$ cat config.mk
export PLATFORM = sky130hd
export DESIGN_NAME = dex_class_data_decoder_core_flat
export DESIGN_NICKNAME = d
export VERILOG_FILES = /design/src/hdl/dcd_pkg.sv /design/src/hdl/dcd_if.sv /design/src/hdl/dcd_decode.sv /design/src/hdl/dex_class_data_decoder_core.sv /design/src/flat_wrapper.sv
export SDC_FILE = /design/constraint.sdc
export NUM_CORES = 1
export LEC_CHECK = 0
export BUFFER_PORTS_ARGS = -buffer_cell sky130_fd_sc_hd__buf_2
export CORE_ASPECT_RATIO = 1.1
export CORE_MARGIN = 4
export CORE_UTILIZATION = 60
export CTS_BUF_LIST = sky130_fd_sc_hd__clkbuf_4
export DETAILED_ROUTE_END_ITERATION = 7
export PLACE_DENSITY_LB_ADDON = 0.25
export SYNTH_ARGS = -nofsm -noshare
export SYNTH_HDL_FRONTEND = slang
export SYNTH_SLANG_ARGS = --single-unit
export TNS_END_PERCENT = 10
$ cat constraint.sdc
create_clock -name i_clk -period 32.7 [get_ports i_clk]
set_input_delay 1.635 -clock i_clk [delete_from_list [all_inputs] [get_ports i_clk]]
set_output_delay 1.635 -clock i_clk [all_outputs]
set_load 0.01 [all_outputs]
$ cat src/hdl/dcd_pkg.sv
`default_nettype none

package dcd_pkg;

    localparam int unsigned BYTE_W  = 8;
    localparam int unsigned VALUE_W = 32;
    localparam int unsigned KIND_W  = 3;

    localparam logic [BYTE_W-1:0] PAYLOAD_MASK = 8'h7F;
    localparam logic [BYTE_W-1:0] CONT_BIT     = 8'h80;

    // section codes double as the entry_kind of a result
    typedef enum logic [KIND_W-1:0] {
        SEC_STATIC   = 3'd0,
        SEC_INSTANCE = 3'd1,
        SEC_DIRECT   = 3'd2,
        SEC_VIRTUAL  = 3'd3,
        SEC_HEADER   = 3'd4,
        SEC_IDLE     = 3'd5
    } t_section;

    typedef struct packed {
        logic [KIND_W-1:0]  entry_kind;
        logic [VALUE_W-1:0] member_index;
        logic [VALUE_W-1:0] access_bits;
        logic [VALUE_W-1:0] code_offset;
        logic [VALUE_W-1:0] static_total;
        logic [VALUE_W-1:0] instance_total;
        logic [VALUE_W-1:0] direct_total;
        logic [VALUE_W-1:0] virtual_total;
        logic               last;
        logic               overlong_error;
    } t_result;

endpackage

`default_nettype wire

$ cat src/hdl/dcd_if.sv
`default_nettype none

interface dcd_byte_if;
    logic                      valid;
    logic                      ready;
    logic [dcd_pkg::BYTE_W-1:0] byte_value;
    logic                      start_class;

    modport source (output valid, output byte_value, output start_class, input ready);
    modport sink   (input valid, input byte_value, input start_class, output ready);
endinterface

interface dcd_entry_if;
    logic                        valid;
    logic                        ready;
    logic [dcd_pkg::KIND_W-1:0]  entry_kind;
    logic [dcd_pkg::VALUE_W-1:0] member_index;
    logic [dcd_pkg::VALUE_W-1:0] access_bits;
    logic [dcd_pkg::VALUE_W-1:0] code_offset;
    logic [dcd_pkg::VALUE_W-1:0] static_total;
    logic [dcd_pkg::VALUE_W-1:0] instance_total;
    logic [dcd_pkg::VALUE_W-1:0] direct_total;
    logic [dcd_pkg::VALUE_W-1:0] virtual_total;
    logic                        last;
    logic                        overlong_error;

    modport source (
        output valid, output entry_kind, output member_index, output access_bits,
        output code_offset, output static_total, output instance_total,
        output direct_total, output virtual_total, output last, output overlong_error,
        input ready
    );
    modport sink (
        input valid, input entry_kind, input member_index, input access_bits,
        input code_offset, input static_total, input instance_total,
        input direct_total, input virtual_total, input last, input overlong_error,
        output ready
    );
endinterface

`default_nettype wire

$ cat src/hdl/dcd_decode.sv
`default_nettype none

module dcd_decode (
    input  wire logic                         i_clk,
    input  wire logic                         i_rst_n,
    input  wire logic                         i_en,
    input  wire logic [dcd_pkg::BYTE_W-1:0]   i_byte_value,
    input  wire logic                         i_start_class,
    output logic                              o_res_valid,
    output dcd_pkg::t_result                  o_res
);
    import dcd_pkg::*;

    t_section           r_section, n_section;
    logic [VALUE_W-1:0] r_accum, n_accum;
    logic [2:0]         r_pos, n_pos;
    logic [1:0]         r_slot, n_slot;
    logic [VALUE_W-1:0] r_counts [4];
    logic [VALUE_W-1:0] n_counts [4];
    logic [VALUE_W-1:0] r_left, n_left;
    logic [VALUE_W-1:0] r_run, n_run;
    logic [VALUE_W-1:0] r_held_idx, n_held_idx;
    logic [VALUE_W-1:0] r_held_flags, n_held_flags;

    t_section           e_sec;
    logic [VALUE_W-1:0] e_accum;
    logic [2:0]         e_pos;
    logic [1:0]         e_slot;
    logic [VALUE_W-1:0] shifted;
    logic [VALUE_W-1:0] acc_n;
    logic [VALUE_W-1:0] left_dec;
    logic [3:0]         nz_hdr;
    logic [3:0]         nz_cur;
    logic [2:0]         hdr_hit;
    logic [2:0]         ent_hit;
    logic [KIND_W-1:0]  next_from;

    // first non-empty section at or after from: {found, index}
    function automatic logic [2:0] seek(input logic [KIND_W-1:0] from, input logic [3:0] nz);
        logic [2:0] r;
        r = 3'b000;
        for (int s = 3; s >= 0; s--) begin
            if (nz[s] && (from <= KIND_W'(s))) begin
                r = {1'b1, 2'(s)};
            end
        end
        return r;
    endfunction

    // a start byte clears the decoding state before it is used
    assign e_sec   = i_start_class ? SEC_HEADER : r_section;
    assign e_accum = i_start_class ? '0 : r_accum;
    assign e_pos   = i_start_class ? '0 : r_pos;
    assign e_slot  = i_start_class ? '0 : r_slot;

    always_comb begin
        unique case (e_pos)
            3'd0:    shifted = VALUE_W'(i_byte_value & PAYLOAD_MASK);
            3'd1:    shifted = VALUE_W'(i_byte_value & PAYLOAD_MASK) << 7;
            3'd2:    shifted = VALUE_W'(i_byte_value & PAYLOAD_MASK) << 14;
            3'd3:    shifted = VALUE_W'(i_byte_value & PAYLOAD_MASK) << 21;
            default: shifted = VALUE_W'(i_byte_value & PAYLOAD_MASK) << 28;
        endcase
    end

    assign acc_n     = e_accum | shifted;
    assign left_dec  = r_left - VALUE_W'(1);
    assign nz_hdr    = {acc_n != '0, r_counts[2] != '0, r_counts[1] != '0, r_counts[0] != '0};
    assign nz_cur    = {r_counts[3] != '0, r_counts[2] != '0, r_counts[1] != '0,
                        r_counts[0] != '0};
    assign hdr_hit   = seek(KIND_W'(SEC_STATIC), nz_hdr);
    assign next_from = KIND_W'(e_sec) + KIND_W'(1);
    assign ent_hit   = seek(next_from, nz_cur);

    always_comb begin
        n_section    = r_section;
        n_accum      = r_accum;
        n_pos        = r_pos;
        n_slot       = r_slot;
        n_counts     = r_counts;
        n_left       = r_left;
        n_run        = r_run;
        n_held_idx   = r_held_idx;
        n_held_flags = r_held_flags;
        o_res_valid  = 1'b0;
        o_res        = '0;

        if (i_en && (e_sec != SEC_IDLE)) begin
            n_section = e_sec;
            n_accum   = e_accum;
            n_pos     = e_pos;
            n_slot    = e_slot;
            if (i_byte_value[7]) begin
                if (e_pos == 3'd4) begin
                    // overlong value ends the class
                    o_res_valid          = 1'b1;
                    o_res.entry_kind     = KIND_W'(e_sec);
                    o_res.last           = 1'b1;
                    o_res.overlong_error = 1'b1;
                    n_section            = SEC_IDLE;
                end else begin
                    n_accum = acc_n;
                    n_pos   = e_pos + 3'd1;
                end
            end else begin
                n_accum = '0;
                n_pos   = '0;
                if (e_sec == SEC_HEADER) begin
                    n_counts[e_slot] = acc_n;
                    if (e_slot != 2'd3) begin
                        n_slot = e_slot + 2'd1;
                    end else begin
                        o_res_valid          = 1'b1;
                        o_res.entry_kind     = KIND_W'(SEC_HEADER);
                        o_res.static_total   = r_counts[0];
                        o_res.instance_total = r_counts[1];
                        o_res.direct_total   = r_counts[2];
                        o_res.virtual_total  = acc_n;
                        o_res.last           = !hdr_hit[2];
                        if (hdr_hit[2]) begin
                            n_section = t_section'({1'b0, hdr_hit[1:0]});
                            n_left    = (hdr_hit[1:0] == 2'd3) ? acc_n : r_counts[hdr_hit[1:0]];
                            n_run     = '0;
                            n_slot    = '0;
                        end else begin
                            n_section = SEC_IDLE;
                        end
                    end
                end else if (e_slot == 2'd0) begin
                    n_held_idx = r_run + acc_n;
                    n_slot     = 2'd1;
                end else if ((e_slot == 2'd1) && (e_sec >= SEC_DIRECT)) begin
                    n_held_flags = acc_n;
                    n_slot       = 2'd2;
                end else begin
                    o_res_valid        = 1'b1;
                    o_res.entry_kind   = KIND_W'(e_sec);
                    o_res.member_index = r_held_idx;
                    o_res.access_bits  = (e_sec >= SEC_DIRECT) ? r_held_flags : acc_n;
                    o_res.code_offset  = (e_sec >= SEC_DIRECT) ? acc_n : '0;
                    n_run              = r_held_idx;
                    n_slot             = '0;
                    n_left             = left_dec;
                    if (left_dec == '0) begin
                        o_res.last = !ent_hit[2];
                        if (ent_hit[2]) begin
                            n_section = t_section'({1'b0, ent_hit[1:0]});
                            n_left    = r_counts[ent_hit[1:0]];
                            n_run     = '0;
                        end else begin
                            n_section = SEC_IDLE;
                        end
                    end
                end
            end
        end
    end

    always_ff @(posedge i_clk) begin
        if (!i_rst_n) begin
            r_section <= SEC_IDLE;
            r_accum   <= '0;
            r_pos     <= '0;
            r_slot    <= '0;
        end else begin
            r_section <= n_section;
            r_accum   <= n_accum;
            r_pos     <= n_pos;
            r_slot    <= n_slot;
        end
        r_counts     <= n_counts;
        r_left       <= n_left;
        r_run        <= n_run;
        r_held_idx   <= n_held_idx;
        r_held_flags <= n_held_flags;
    end

endmodule

`default_nettype wire

$ cat src/hdl/dex_class_data_decoder_core.sv
// class data item decoder
//
// i_in carries the bytes of a class_data_item, one per transfer, with
// start_class set on the first byte of each item. o_out carries one result
// per decoded header or member entry; last marks the final result of an
// item and overlong_error flags a LEB128 value longer than five bytes.
//
// a byte goes into an input register at its transfer and is decoded from there,
// once the result register is free, straight into the result register, from
// which a result is offered on o_out.
// throughput is one byte per cycle unless o_out stalls, set by the single pass
// from the input register through the decode logic into the result register.
//
// after reset the block is idle and drops bytes until one arrives with
// start_class set. when o_out stalls with a result held, an empty input register
// still takes one more byte; i_in.ready then drops until the result leaves.
`default_nettype none

module dex_class_data_decoder_core (
    input  wire logic i_clk,
    input  wire logic i_rst_n,
    dcd_byte_if.sink   i_in,
    dcd_entry_if.source o_out
);
    import dcd_pkg::*;

    logic              r_in_valid;
    logic [BYTE_W-1:0] r_in_byte;
    logic              r_in_start;
    logic              r_out_valid;
    t_result           r_out;
    logic              adv;
    logic              res_valid;
    t_result           res;

    // the input register moves on whenever the result register is free
    assign adv        = r_in_valid && (!r_out_valid || o_out.ready);
    assign i_in.ready = !r_in_valid || adv;

    dcd_decode u_decode (
        .i_clk         (i_clk),
        .i_rst_n       (i_rst_n),
        .i_en          (adv),
        .i_byte_value  (r_in_byte),
        .i_start_class (r_in_start),
        .o_res_valid   (res_valid),
        .o_res         (res)
    );

    always_ff @(posedge i_clk) begin
        if (!i_rst_n) begin
            r_in_valid  <= 1'b0;
            r_out_valid <= 1'b0;
        end else begin
            if (i_in.ready) begin
                r_in_valid <= i_in.valid;
            end
            if (adv) begin
                r_out_valid <= res_valid;
            end else if (o_out.ready) begin
                r_out_valid <= 1'b0;
            end
        end
        if (i_in.valid && i_in.ready) begin
            r_in_byte  <= i_in.byte_value;
            r_in_start <= i_in.start_class;
        end
        if (adv && res_valid) begin
            r_out <= res;
        end
    end

    assign o_out.valid          = r_out_valid;
    assign o_out.entry_kind     = r_out.entry_kind;
    assign o_out.member_index   = r_out.member_index;
    assign o_out.access_bits    = r_out.access_bits;
    assign o_out.code_offset    = r_out.code_offset;
    assign o_out.static_total   = r_out.static_total;
    assign o_out.instance_total = r_out.instance_total;
    assign o_out.direct_total   = r_out.direct_total;
    assign o_out.virtual_total  = r_out.virtual_total;
    assign o_out.last           = r_out.last;
    assign o_out.overlong_error = r_out.overlong_error;

endmodule

`default_nettype wire
$ cat src/flat_wrapper.sv
// flat-port wrapper written by rule: the top's interface ports become plain ports
module dex_class_data_decoder_core_flat import dcd_pkg::*;
  (i_clk, i_rst_n, i_in_valid, i_in_byte_value, i_in_start_class, i_in_ready, o_out_valid, o_out_entry_kind, o_out_member_index, o_out_access_bits, o_out_code_offset, o_out_static_total, o_out_instance_total, o_out_direct_total, o_out_virtual_total, o_out_last, o_out_overlong_error, o_out_ready);
  dcd_byte_if i_in_i ();
  dcd_entry_if o_out_i ();
  input  wire logic i_clk;
  input  wire logic i_rst_n;
  input wire logic [$bits(i_in_i.valid)-1:0] i_in_valid;
  input wire logic [$bits(i_in_i.byte_value)-1:0] i_in_byte_value;
  input wire logic [$bits(i_in_i.start_class)-1:0] i_in_start_class;
  output wire logic [$bits(i_in_i.ready)-1:0] i_in_ready;
  output wire logic [$bits(o_out_i.valid)-1:0] o_out_valid;
  output wire logic [$bits(o_out_i.entry_kind)-1:0] o_out_entry_kind;
  output wire logic [$bits(o_out_i.member_index)-1:0] o_out_member_index;
  output wire logic [$bits(o_out_i.access_bits)-1:0] o_out_access_bits;
  output wire logic [$bits(o_out_i.code_offset)-1:0] o_out_code_offset;
  output wire logic [$bits(o_out_i.static_total)-1:0] o_out_static_total;
  output wire logic [$bits(o_out_i.instance_total)-1:0] o_out_instance_total;
  output wire logic [$bits(o_out_i.direct_total)-1:0] o_out_direct_total;
  output wire logic [$bits(o_out_i.virtual_total)-1:0] o_out_virtual_total;
  output wire logic [$bits(o_out_i.last)-1:0] o_out_last;
  output wire logic [$bits(o_out_i.overlong_error)-1:0] o_out_overlong_error;
  input wire logic [$bits(o_out_i.ready)-1:0] o_out_ready;
  assign i_in_i.valid = i_in_valid;
  assign i_in_i.byte_value = i_in_byte_value;
  assign i_in_i.start_class = i_in_start_class;
  assign i_in_ready = i_in_i.ready;
  assign o_out_valid = o_out_i.valid;
  assign o_out_entry_kind = o_out_i.entry_kind;
  assign o_out_member_index = o_out_i.member_index;
  assign o_out_access_bits = o_out_i.access_bits;
  assign o_out_code_offset = o_out_i.code_offset;
  assign o_out_static_total = o_out_i.static_total;
  assign o_out_instance_total = o_out_i.instance_total;
  assign o_out_direct_total = o_out_i.direct_total;
  assign o_out_virtual_total = o_out_i.virtual_total;
  assign o_out_last = o_out_i.last;
  assign o_out_overlong_error = o_out_i.overlong_error;
  assign o_out_i.ready = o_out_ready;
  dex_class_data_decoder_core u_core (.i_clk(i_clk), .i_rst_n(i_rst_n), .i_in(i_in_i), .o_out(o_out_i));
endmodule
==> Word level (Yosys, flattened, before mapping) <==
Index checks and enable logic that the tools add are counted.
{ "classes": {"n_reduce_logical": 33, "bitwise": 9, "n_lt_le_gt_ge": 9, "eq_ne": 13, "add_sub_neg": 5, "mux": 80} }
{ "op_table": {"columns": ["op", "count"], "rows": [
  ["2-to-1 mux 32 bit", 25],
  ["2-to-1 mux 99 bit", 2],
  ["nonzero test 32 bit", 5],
  ["binary-select mux 32 bit (select 2 bit)", 2],
  ["bitwise mux 128 bit", 1],
  ["one-hot mux 32 bit (4 select lines)", 1],
  ["2-to-1 mux 3 bit", 25],
  ["demux 32 bit (select 2 bit)", 1],
  ["adder 32 bit", 1],
  ["zero test 32 bit", 1],
  ["OR 32 bit", 1],
  ["subtractor 32 x 1 -> 32 bit (second input constant)", 1],
  ["2-to-1 mux 2 bit", 8],
  ["2-to-1 mux 1 bit", 15],
  ["logical AND 1 bit", 10],
  ["!= test 2 bit (second input constant)", 5],
  ["greater-or-equal comparator 3 bit (second input constant)", 3],
  ["inverter 2 -> 3 bit", 3],
  ["adder 3 x 1 -> 3 bit (second input constant)", 2],
  ["equality test 3 x 2 -> 1 bit (second input constant)", 2],
  ["equality test 3 bit (second input constant)", 2],
  ["less-or-equal comparator 3 x 1 -> 1 bit (second input constant)", 2],
  ["less-or-equal comparator 3 x 2 -> 1 bit (second input constant)", 2],
  ["AND reduction 6 bit", 1],
  ["other kinds (20)", 28]
]} }
{ "totals": {"reg_bits": 536, "elab_cells": 175, "output_inout_bits": 231} }

==> Longest topological paths before layout <==
Gate-level depths: netlist of run 1.
{ "logic_depth": {"ltp_word": 17, "depth_mapped": 21, "depth_no_buf": 16} }

==> Hierarchy <==
From an unflattened synthesis of run 1, not the netlist that was laid out.
{ "unflattened": {"hier_cells": 1836, "hier_area_um2": 24111.9} }
{ "modules_own_cells": {"columns": ["mod", "cells_per_inst", "area_each_um2", "instances"], "rows": [
  ["dcd_decode", 1585, 16852.4, 1],
  ["dex_class_data_decoder_core", 251, 7259.5, 1]
]} }

==> Worst setup path before layout of run 1 <==
OpenSTA, ideal clock, no wires.
{ "synth_path": {"kind": "reg2reg", "start": "register u_core.r_in_start", "end": "register u_core.r_out, in the netlist u_core.o_out.access_bits[0] (enable)", "setup_time_ps": 1184, "stages_incl_launch_ff": 13, "arrival_ps": 19658, "path_slack_ps": 11858, "n_path_buf": 4, "cell_sequence": "edfxtp_1 > buf_2 > inv_1 > clkbuf_1 > buf_1 > nand2_1 > inv_1 > ha_1 > or3_1 > clkbuf_1 > a21oi_1 > nand2_1 > a221oi_1"} }
{ "synth_via": {"elab_chain_len": 9, "elab_cells_between_ends": 20, "cone_classes": "1 x order compare; 5 x eq/ne; 10 x mux; 4 x reduce/logical"} }
{ "synth_lines": {"columns": ["element", "line", "text"], "rows": [
  ["start: declaration", "dex_class_data_decoder_core.sv:29", "logic r_in_start;"],
  ["start signal: assignment", "dex_class_data_decoder_core.sv:66", "r_in_start <= i_in.start_class;"],
  ["2-to-1 mux 3 bit or 2-to-1 mux 2 bit (tied branches)", "dcd_decode.sv:51, dcd_decode.sv:54", null],
  ["greater-or-equal comparator 3 x 2 -> 1 bit or equality test 2 x 1 -> 1 bit (tied branches)", "dcd_decode.sv:132", "end else if ((e_slot == 2'd1) && (e_sec >= SEC_DIRECT)) begin"],
  ["logical AND 1 bit", "dcd_decode.sv:132", null],
  ["2-to-1 mux 1 bit", "dcd_decode.sv:132", null],
  ["2-to-1 mux 1 bit", "dcd_decode.sv:129", "end else if (e_slot == 2'd0) begin"],
  ["2-to-1 mux 1 bit", "dcd_decode.sv:108", "if (e_sec == SEC_HEADER) begin"],
  ["2-to-1 mux 1 bit", "dcd_decode.sv:93", "if (i_byte_value[7]) begin"],
  ["2-to-1 mux 1 bit (*)", "dcd_decode.sv:88", "if (i_en && (e_sec != SEC_IDLE)) begin"],
  ["logical AND 1 bit (*)", "dex_class_data_decoder_core.sv:68", "if (adv && res_valid) begin"],
  ["end signal: assignment", "dex_class_data_decoder_core.sv:69", "r_out <= res;"],
  ["end: declaration", "dex_class_data_decoder_core.sv:31", "t_result r_out;"]
]} }
Every way passes the cells marked *; elsewhere a longest branch is shown, timed or not.
A chain may end at the register's enable or synchronous reset.

==> Worst setup path after layout of run 1 <==
{ "layout_path": {"start": "register u_core.r_in_start", "end": "register u_core.u_decode.r_left[23], data pin"} }
{ "layout_via": {"elab_chain_len": 17, "elab_cells_between_ends": 45, "cone_classes": "1 x add/sub; 4 x order compare; 5 x eq/ne; 26 x mux; 3 x bitwise; 6 x reduce/logical"} }
{ "layout_lines": {"columns": ["element", "line", "text"], "rows": [
  ["2-to-1 mux 3 bit", "dcd_decode.sv:53", "assign e_pos = i_start_class ? '0 : r_pos;"],
  ["equality test 3 x 2 -> 1 bit, or another cell as far along", "dcd_decode.sv:57", "unique case (e_pos)"],
  ["one-hot mux 32 bit (4 select lines)", "dcd_decode.sv:57", null],
  ["OR 32 bit (*)", "dcd_decode.sv:66", "assign acc_n = e_accum | shifted;"],
  ["net u_core.u_decode.acc_n[15]", "dcd_decode.sv:30", "logic [VALUE_W-1:0] acc_n;"],
  ["nonzero test 32 bit (*)", "dcd_decode.sv:68", "assign nz_hdr = {acc_n != '0, r_counts[2] != '0, r_counts[1] != '0, r_counts[0] != '0};"],
  ["2-to-1 mux 3 bit (*) (4 in series)", "dcd_decode.sv:43", "if (nz[s] && (from <= KIND_W'(s))) begin"],
  ["inverter 2 -> 3 bit (not written as such)", "dcd_decode.sv:122", "n_left = (hdr_hit[1:0] == 2'd3) ? acc_n : r_counts[hdr_hit[1:0]];"],
  ["binary-select mux 32 bit (select 2 bit)", "dcd_decode.sv:122", null],
  ["2-to-1 mux 32 bit (not written as such) (2 in series)", "dcd_decode.sv:122", null],
  ["2-to-1 mux 32 bit (*)", "dcd_decode.sv:122", null],
  ["2-to-1 mux 32 bit (*)", "dcd_decode.sv:120", "if (hdr_hit[2]) begin"],
  ["2-to-1 mux 32 bit (*)", "dcd_decode.sv:110", "if (e_slot != 2'd3) begin"],
  ["2-to-1 mux 32 bit (*)", "dcd_decode.sv:108", null],
  ["end signal: assignment", "dcd_decode.sv:172", "r_left <= n_left;"],
  ["end: declaration", "dcd_decode.sv:20", "logic [VALUE_W-1:0] r_left, n_left;"]
]} }
The timed path passes the listed nets; every way through them passes the cells marked *. The select of a mux whose other input is x is not followed.

==> results of run 1 <==
==> worst max-delay path by stage <==
| stage | from | endpoint | depth (start not counted) |
|---|---|---|---|
| 3_3_place_gp | u_core.r_in_start | u_core.o_out.static_total[12] | 12 |
| 5_1_grt | u_core.r_in_start | u_core.u_decode.r_held_idx[23] | 14 |
| 4_1_cts | u_core.r_in_start | u_core.o_out.static_total[21] | 12 |
| 2_1_floorplan | u_core.r_in_start | u_core.o_out.access_bits[0] | 12 |
| 6_report | u_core.r_in_start | u_core.u_decode.r_left[23] | 12 |
| 3_5_place_dp | u_core.r_in_start | u_core.o_out.direct_total[12] | 12 |
==> report_power, final <==
part	switching (µW)	total, µW	internal, µW	leakage, µW
clock network	259	540	280	0.000971
logic	38.9	58.2	19.4	0.00409
registers	5.02	755	750	0.00500
total	303	1350	1050	0.0101
==> stage by stage <==
step,utilization (%),cells
floorplan,-,1803
global placement,65.43,2486
detailed placement,65.43,2486
CTS,69.50,2708
global route,69.50,2709
finish,69.51,2710
==> worst max-delay path: stages, from the launching register on <==
cell      delay (ps)
edfxtp_1         780
inv_1            170
nand2_1          170
inv_1             80
ha_1             290
a32oi_1          720
inv_2            270
or4_1            580
or4_4            480
o31ai_4          320
nand2_1          750
a211oi_1         590
a211oi_1         100
==> metal layers <==
metal / vias up / share of wire, % / wire (µm)
li1: 7638 / - / -
met1: 8529 / 37 / 24150
met2: 1073 / 49 / 31870
met3: 181 / 9.5 / 6139
met4: 0 / 3.7 / 2381
met5: - / 0 / 0
==> kinds of logic (layout without fill, tap and decap cells) <==
family / count (synthesis) / count (layout) / synth area share [%]
XOR/XNOR: 50 / 50 / 1.823
AO/OA/AOI/OAI: 357 / 357 / 10.45
AND/OR/NAND/NOR: 605 / 605 / 13.38
flip-flops: 536 / 536 / 65.27
adder cells (fa/ha/maj): 50 / 50 / 2.636
multiplexers: 61 / 61 / 4.069
buffers and inverters: 144 / 542 / 2.381
other: 0 / 2 / 0
==> registers in the layout, summed over array words and instances, names as in the netlist, 2 cells and up <==
| name | flops |
|---|---|
| u_core.o_out.member_index | 32 |
| u_core.r_in_byte | 8 |
| u_core.o_out.entry_kind | 3 |
| u_core.u_decode.r_slot | 2 |
| u_core.u_decode.r_left | 32 |
| u_core.u_decode.r_counts | 128 |
| u_core.u_decode.r_accum | 32 |
| u_core.u_decode.r_pos | 3 |
| u_core.u_decode.r_held_flags | 32 |
| u_core.o_out.direct_total | 32 |
| u_core.u_decode.r_held_idx | 32 |
| u_core.o_out.static_total | 32 |
| u_core.o_out.instance_total | 32 |
| u_core.u_decode.r_run | 32 |
| u_core.u_decode.r_section | 3 |
| u_core.o_out.access_bits | 32 |
| u_core.o_out.code_offset | 32 |
| u_core.o_out.virtual_total | 32 |
==> cell type report <==
cell class                      instances  share of cell area, %
Sequential cell                       536                  57.28
Clock buffer                          189                  5.185
Antenna cell                            2                0.01829
Clock inverter                         33                 0.6721
Inverter                               51                 0.6996
Multi-Input combinational cell       1123                  28.67
Tap cell                              507                  2.318
Timing Repair Buffer                  269                  5.158
==> layout by cell type (no fill, tap or decap), types with 6 or more instances in the layout <==
cell type,n
clkbuf_4,189
or3_1,12
nand3_1,39
nor4_1,45
or2_2,9
and2_1,133
nand4_1,22
ha_1,49
inv_1,48
and3_1,35
a21boi_0,19
nor3b_1,6
or4_1,11
a31oi_1,16
xor2_1,28
o31ai_1,8
xnor2_1,22
a211oi_1,109
nand2_1,81
o211ai_1,10
nor2_1,142
buf_4,26
mux4_2,29
nor2b_1,16
a22oi_1,15
a32oi_1,20
mux2i_1,29
a21oi_1,71
clkinv_1,20
dfxtp_1,42
inv_2,10
nor3_1,29
a21o_1,12
buf_2,243
edfxtp_1,494
o21ai_0,32
==> impl_metrics.yaml, run 1 <==
status:
  status: "finished clean"
critical_path:
  rr_endpoint: "u_core.u_decode.r_left[23]"
  reg2reg_from: "u_core.r_in_start"
  regToRegSetupSlack_ps: 27080
  path_class: "reg -> reg"
  reg2reg_depth: 12
  crit_path_start_kind: "register"
  endpoint_kind: "register"
  crit_required_ps: 33220
  worstPathMaxFanout: 23
  worstPathArrival_ps: 6140
finish:
  layout-drive-gt1-share_pct: 24.63
  seq_area_mm2: 0.01568
  final_area_mm2: 0.02737
  fillers: 2771
  areaGrowthSynthToFinish_pct: 13.94
  multi_input_comb_area_mm2: 0.007845
  finalNetCount: 2176
yosys:
  netlist-cell-type-count: 75
  synth_edf_count: 494
  synth_top_cell_by_area: "edfxtp_1"
  synth_seq_area_share_pct: 65.27
  synthCells: 1803
  synth-main-ff-cell: "edfxtp_1"
  synthTopCellsByArea: "edfxtp_1 (62%), and2_1 (3.5%), dfxtp_1 (3.5%)"
  yosysTopAreaCellShare_pct: 61.77
  async_reset_ff_share_pct: 0
  syn-cell-area_mm2: 0.02402
  avgSynthCellArea_um2: 13.32
  ys.warnings.count: 0
  yosys-top-cells-count: "edfxtp_1 (494), nor2_1 (144), and2_1 (136), a211oi_1 (109), nand2_1 (81)"
  synthesis.nets: 1866
  ys_ff_latch: 536
  yosysMostFrequentCell: "edfxtp_1"
floorplanning:
  die_area_mm2: 0.04330
  ioPinCount: 244
  fp.coreArea_mm2: 0.03937
  die_x_um: 198.8
  die_h_um: 217.8
  start_util_pct: 61.01
  rows: 76
power:
  peakVddDrop_mv: 0.03536
  design_power_total_uw: 1353
  p_per_area_mw_per_mm2: 49.45
  leakagePower_uw: 0.01006
cts:
  clkSlewWorstSetupHoldPaths_ps: 80
  post-cts-setup-buffer-count: 0
  cts_resized: 0
  cts_hold_buf: 0
  cts_buffers: 132
  clk_latency_ps: 840
  clock_path_buffers: 3
  cts_tree: "built"
  cts-root-buf: "clkbuf_4"
  cts_sinks: 536
  cts_max_level: 4
sta:
  finalHoldViolCount: 0
  fin_crit_sh_pct: 17.20
  clock.fmax_mhz: 177.8
  worst_slew_pin_slew_ps: 1356
  setup_viol: 0
  relSlewSlack_pct: 9.528
  whs_ps: 469.8
  finClkSkew_ps: 56.75
  report.final.slew_viol_count: 0
  worst_slack_ps: 27080
  fin_setup_tns_ps: 0
  finalCriticalPeriod_ps: 5623
  rsz0062_at_grt: "false"
hold_path:
  min_from: "u_core.u_decode.r_accum[16]"
  hold_class: "reg -> reg"
  hold_depth: 2
  min_to: "u_core.u_decode.r_accum[16]"
route:
  first_pass_iters: 6
  viasPerCell: 6.428
  via_count: 17421
  drc: 0
  wire_per_inst_um: 23.81
  routed_wl_mm: 64.54
  ant_nets: 0
  drt_iter0_markers: 1928
grt:
  met1_usage_pct: 38.05
  busiest_layer: "met2"
  grt_pass1_vias: 17337
  track_usage_pct: 29.63
  grt-ovfl-total: 0
  antenna_found_initial: 1
  grt_max_degree: 129
  use_met2_pct: 49.26
  use_met3_pct: 6.335
  grt_pass1_wl_mm: 98.43
place:
  portBuffers: 243
  gp_congestion: 0.9537
  hpwl_mm: 43.42
  dpl_cell_area_mm2: 0.02576
  dp_slack_ps: 27240
job:
  cap_violations: 0
Power figures use the tool's default switching activity.
==> inputs of run 2 (changes only) <==
--- a/config.mk
+++ b/config.mk
@@ -5,10 +5,11 @@
 export SDC_FILE = /design/constraint.sdc
 export NUM_CORES = 1
 export LEC_CHECK = 0
+export ABC_AREA = 1
 export BUFFER_PORTS_ARGS = -buffer_cell sky130_fd_sc_hd__buf_2
 export CORE_ASPECT_RATIO = 1.1
 export CORE_MARGIN = 4
-export CORE_UTILIZATION = 60
+export CORE_UTILIZATION = 56
 export CTS_BUF_LIST = sky130_fd_sc_hd__clkbuf_4
 export DETAILED_ROUTE_END_ITERATION = 7
 export PLACE_DENSITY_LB_ADDON = 0.25
==> constraint.sdc (replaced) <==
create_clock -name i_clk -period 4.7 [get_ports i_clk]
set_input_delay 0.235 -clock i_clk [delete_from_list [all_inputs] [get_ports i_clk]]
set_output_delay 0.235 -clock i_clk [all_outputs]
set_load 0.01 [all_outputs]
==> run 2 against run 1 <==
Against the previous run: cell count increased by 38%; clock power rose to 7.7 times the previous value; design area is 8.6% higher; setup slack lost 27000 ps; synthesized cell count is 49% higher; combinational power grew to 7.5 times the previous value; area after synthesis is 6.7% higher; utilization shrank 3.3 points; critical endpoint is now u_core.o_out.valid.
==> impl_metrics.yaml, run 2 <==
route:
  drt_iter0_markers: 2004
  wire_per_inst_um: 20.49
  first_pass_iters: 6
  drc: 0
  routed_wl_mm: 76.45
  ant_nets: 0
  viasPerCell: 5.713
  via_count: 21317
grt:
  grt-ovfl-total: 0
  grt_pass1_wl_mm: 116.6
  grt_pass1_vias: 21231
  antenna_found_initial: 1
  grt_max_degree: 66
  track_usage_pct: 30.74
power:
  peakVddDrop_mv: 0.1997
  p_per_area_mw_per_mm2: 331.4
  leakagePower_uw: 0.01223
  design_power_total_uw: 9850
sta:
  worst_slack_ps: 347.6
  whs_ps: 102.7
  finalHoldViolCount: 0
  clock.fmax_mhz: 229.8
  relSlewSlack_pct: 25.77
  worst_slew_pin_slew_ps: 1109
  finalCriticalPeriod_ps: 4352
  rsz0062_at_grt: "false"
  finClkSkew_ps: 58.42
  setup_viol: 0
  fin_crit_sh_pct: 92.60
  report.final.slew_viol_count: 0
floorplanning:
  die_area_mm2: 0.04924
  die_h_um: 232.3
  die_x_um: 211.9
  fp.coreArea_mm2: 0.04490
  ioPinCount: 244
  rows: 81
  start_util_pct: 57.07
yosys:
  avgSynthCellArea_um2: 9.517
  ys_ff_latch: 536
  synth_edf_count: 494
  synthTopCellsByArea: "edfxtp_1 (58%), nand2_1 (7.6%), nand3_1 (6.5%)"
  synth_top_cell_by_area: "edfxtp_1"
  syn-cell-area_mm2: 0.02562
  synthesis.nets: 2755
  ys.warnings.count: 0
  yosysMostFrequentCell: "nand2_1"
  yosys-top-cells-count: "nand2_1 (520), edfxtp_1 (494), nor2_1 (422), inv_1 (339), nand3_1 (334)"
  synthCells: 2692
  synth_seq_area_share_pct: 61.18
  yosysTopAreaCellShare_pct: 57.90
  netlist-cell-type-count: 44
  async_reset_ff_share_pct: 0
  synth-main-ff-cell: "edfxtp_1"
critical_path:
  path_class: "reg -> reg"
  cp.depth: 16
  cp_slowest_cell: "dlygate4sd3_1"
  worstPathMaxFanout: 19
  endpoint_kind: "register"
  crit_path_cell_trace: "inv_2, buf_4, nand2_1, inv_1, ha_1, nor3_1, buf_4, nor2_1, nor2_1, inv_1, a211oi_1, or2_4, buf_4, o21ai_0, dlygate4sd3_1, inv_1"
  reg2reg_depth: 16
  crit_required_ps: 5530
  rr_endpoint: "u_core.o_out.valid"
  reg2reg_from: "u_core.r_in_start"
  crit_path_start_kind: "register"
  regToRegSetupSlack_ps: 350
  cp_top_family: "buffers and inverters"
  cp_num_buf_inv: 8
  slowest_delay_ps: 570
  worstPathArrival_ps: 5180
cts:
  cts_resized: 0
  cts_buffers: 138
  clock_path_buffers: 3
  cts_sinks: 536
  cts-root-buf: "clkbuf_4"
  cts_tree: "built"
  clk_latency_ps: 900
  cts_max_level: 4
  clkSlewWorstSetupHoldPaths_ps: 70
finish:
  areaGrowthSynthToFinish_pct: 16.01
  final_common_cell: "nand2_1"
  top_register: "u_core.u_decode.r_counts"
  finalNetCount: 3121
  layout-drive-gt1-share_pct: 17.85
  fin_cells: 3731
  largest_reg_flops: 128
  layout_common_cells: "nand2_1 (518), edfxtp_1 (494), nor2_1 (415)"
hold_path:
  min_from: "i_in_start_class"
  hold_class: "in -> reg"
  hold_depth: 2
  min_to: "u_core.r_in_start"
place:
  hpwl_mm: 53.40
  placed_cells: 3473
  dp_slack_ps: 442.5
  gp_congestion: 0.9832
  portBuffers: 243
job:
  cap_violations: 0
status:
  status: "finished clean"
==> run 2: cell types whose count changed in the layout (fill, tap and decap cells not counted), sizes merged, moves of 45 or more <==
cell,previous run,this run
a21oi,73,119
and2,137,1
a211oi,110,6
nand2,81,524
inv,58,346
buf,269,314
nand3,39,334
nor2,144,429
==> run 2: worst max-delay path by stage <==
stage | startpoint | to
after floorplan | u_core.r_in_start | u_core.u_decode.r_held_flags[0]
after CTS | u_core.r_in_start | u_core.o_out.valid
after detailed placement | u_core.r_in_start | u_core.u_decode.r_held_idx[27]
after global routing | u_core.r_in_start | u_core.u_decode.r_held_idx[31]
final | u_core.r_in_start | u_core.o_out.valid
after global placement | u_core.r_in_start | u_core.u_decode.r_held_idx[27]
==> run 2: per-stage QoR <==
stage	util, %	TNS (ps)	area, µm²
6_report	66.20	0	29720
5_1_grt	66.20	0	29720
4_1_cts	66.13	0	29690
3_5_place_dp	61.64	0	27680
3_3_place_gp	61.64	0	27680
2_1_floorplan	-	-24090	25620
==> run 2: routing by layer <==
layer | track usage [%] | vias to the layer above | part of all wire [%]
met5 | 0 | - | 0
li1 | - | 9858 | -
met3 | 6.256 | 222 | 9.0
met4 | 14.73 | 0 | 4.3
met2 | 51.38 | 1160 | 49
met1 | 38.40 | 10077 | 37
==> run 2: kinds of logic after synthesis <==
kind of cell               share of synthesized area, %
AOI/OAI and AO/OA                                 5.006
xor gates and xnor gates                          1.196
adders and majority gates                         2.471
buffers and inverters                             7.174
DFF                                               61.18
and+or+nand+nor                                   22.97
==> run 2: layout make-up <==
cell class / instances / area, µm²
Clock buffer: 194 / 1456
Sequential cell: 536 / 15680
Clock inverter: 37 / 339.1
Inverter: 346 / 1301
Timing Repair Buffer: 336 / 2057
Fill cell: 3629 / 15170
Tap cell: 581 / 726.9
Antenna cell: 1 / 2.502
Multi-Input combinational cell: 1700 / 8165
==> run 2: repair_timing <==
item / CTS / global route
buffers inserted: 0 / 3
setup endpoints to repair: 0 / 1
hold endpoints to repair: 56 / 0
hold buffers: 22 / 0
==> run 2: power by group <==
part	internal (µW)	leakage [µW]	total, µW	switching (µW)
Clock	2280	0.00105	4170	1900
Sequential	5210	0.00467	5240	23.1
Combinational	131	0.00651	438	307
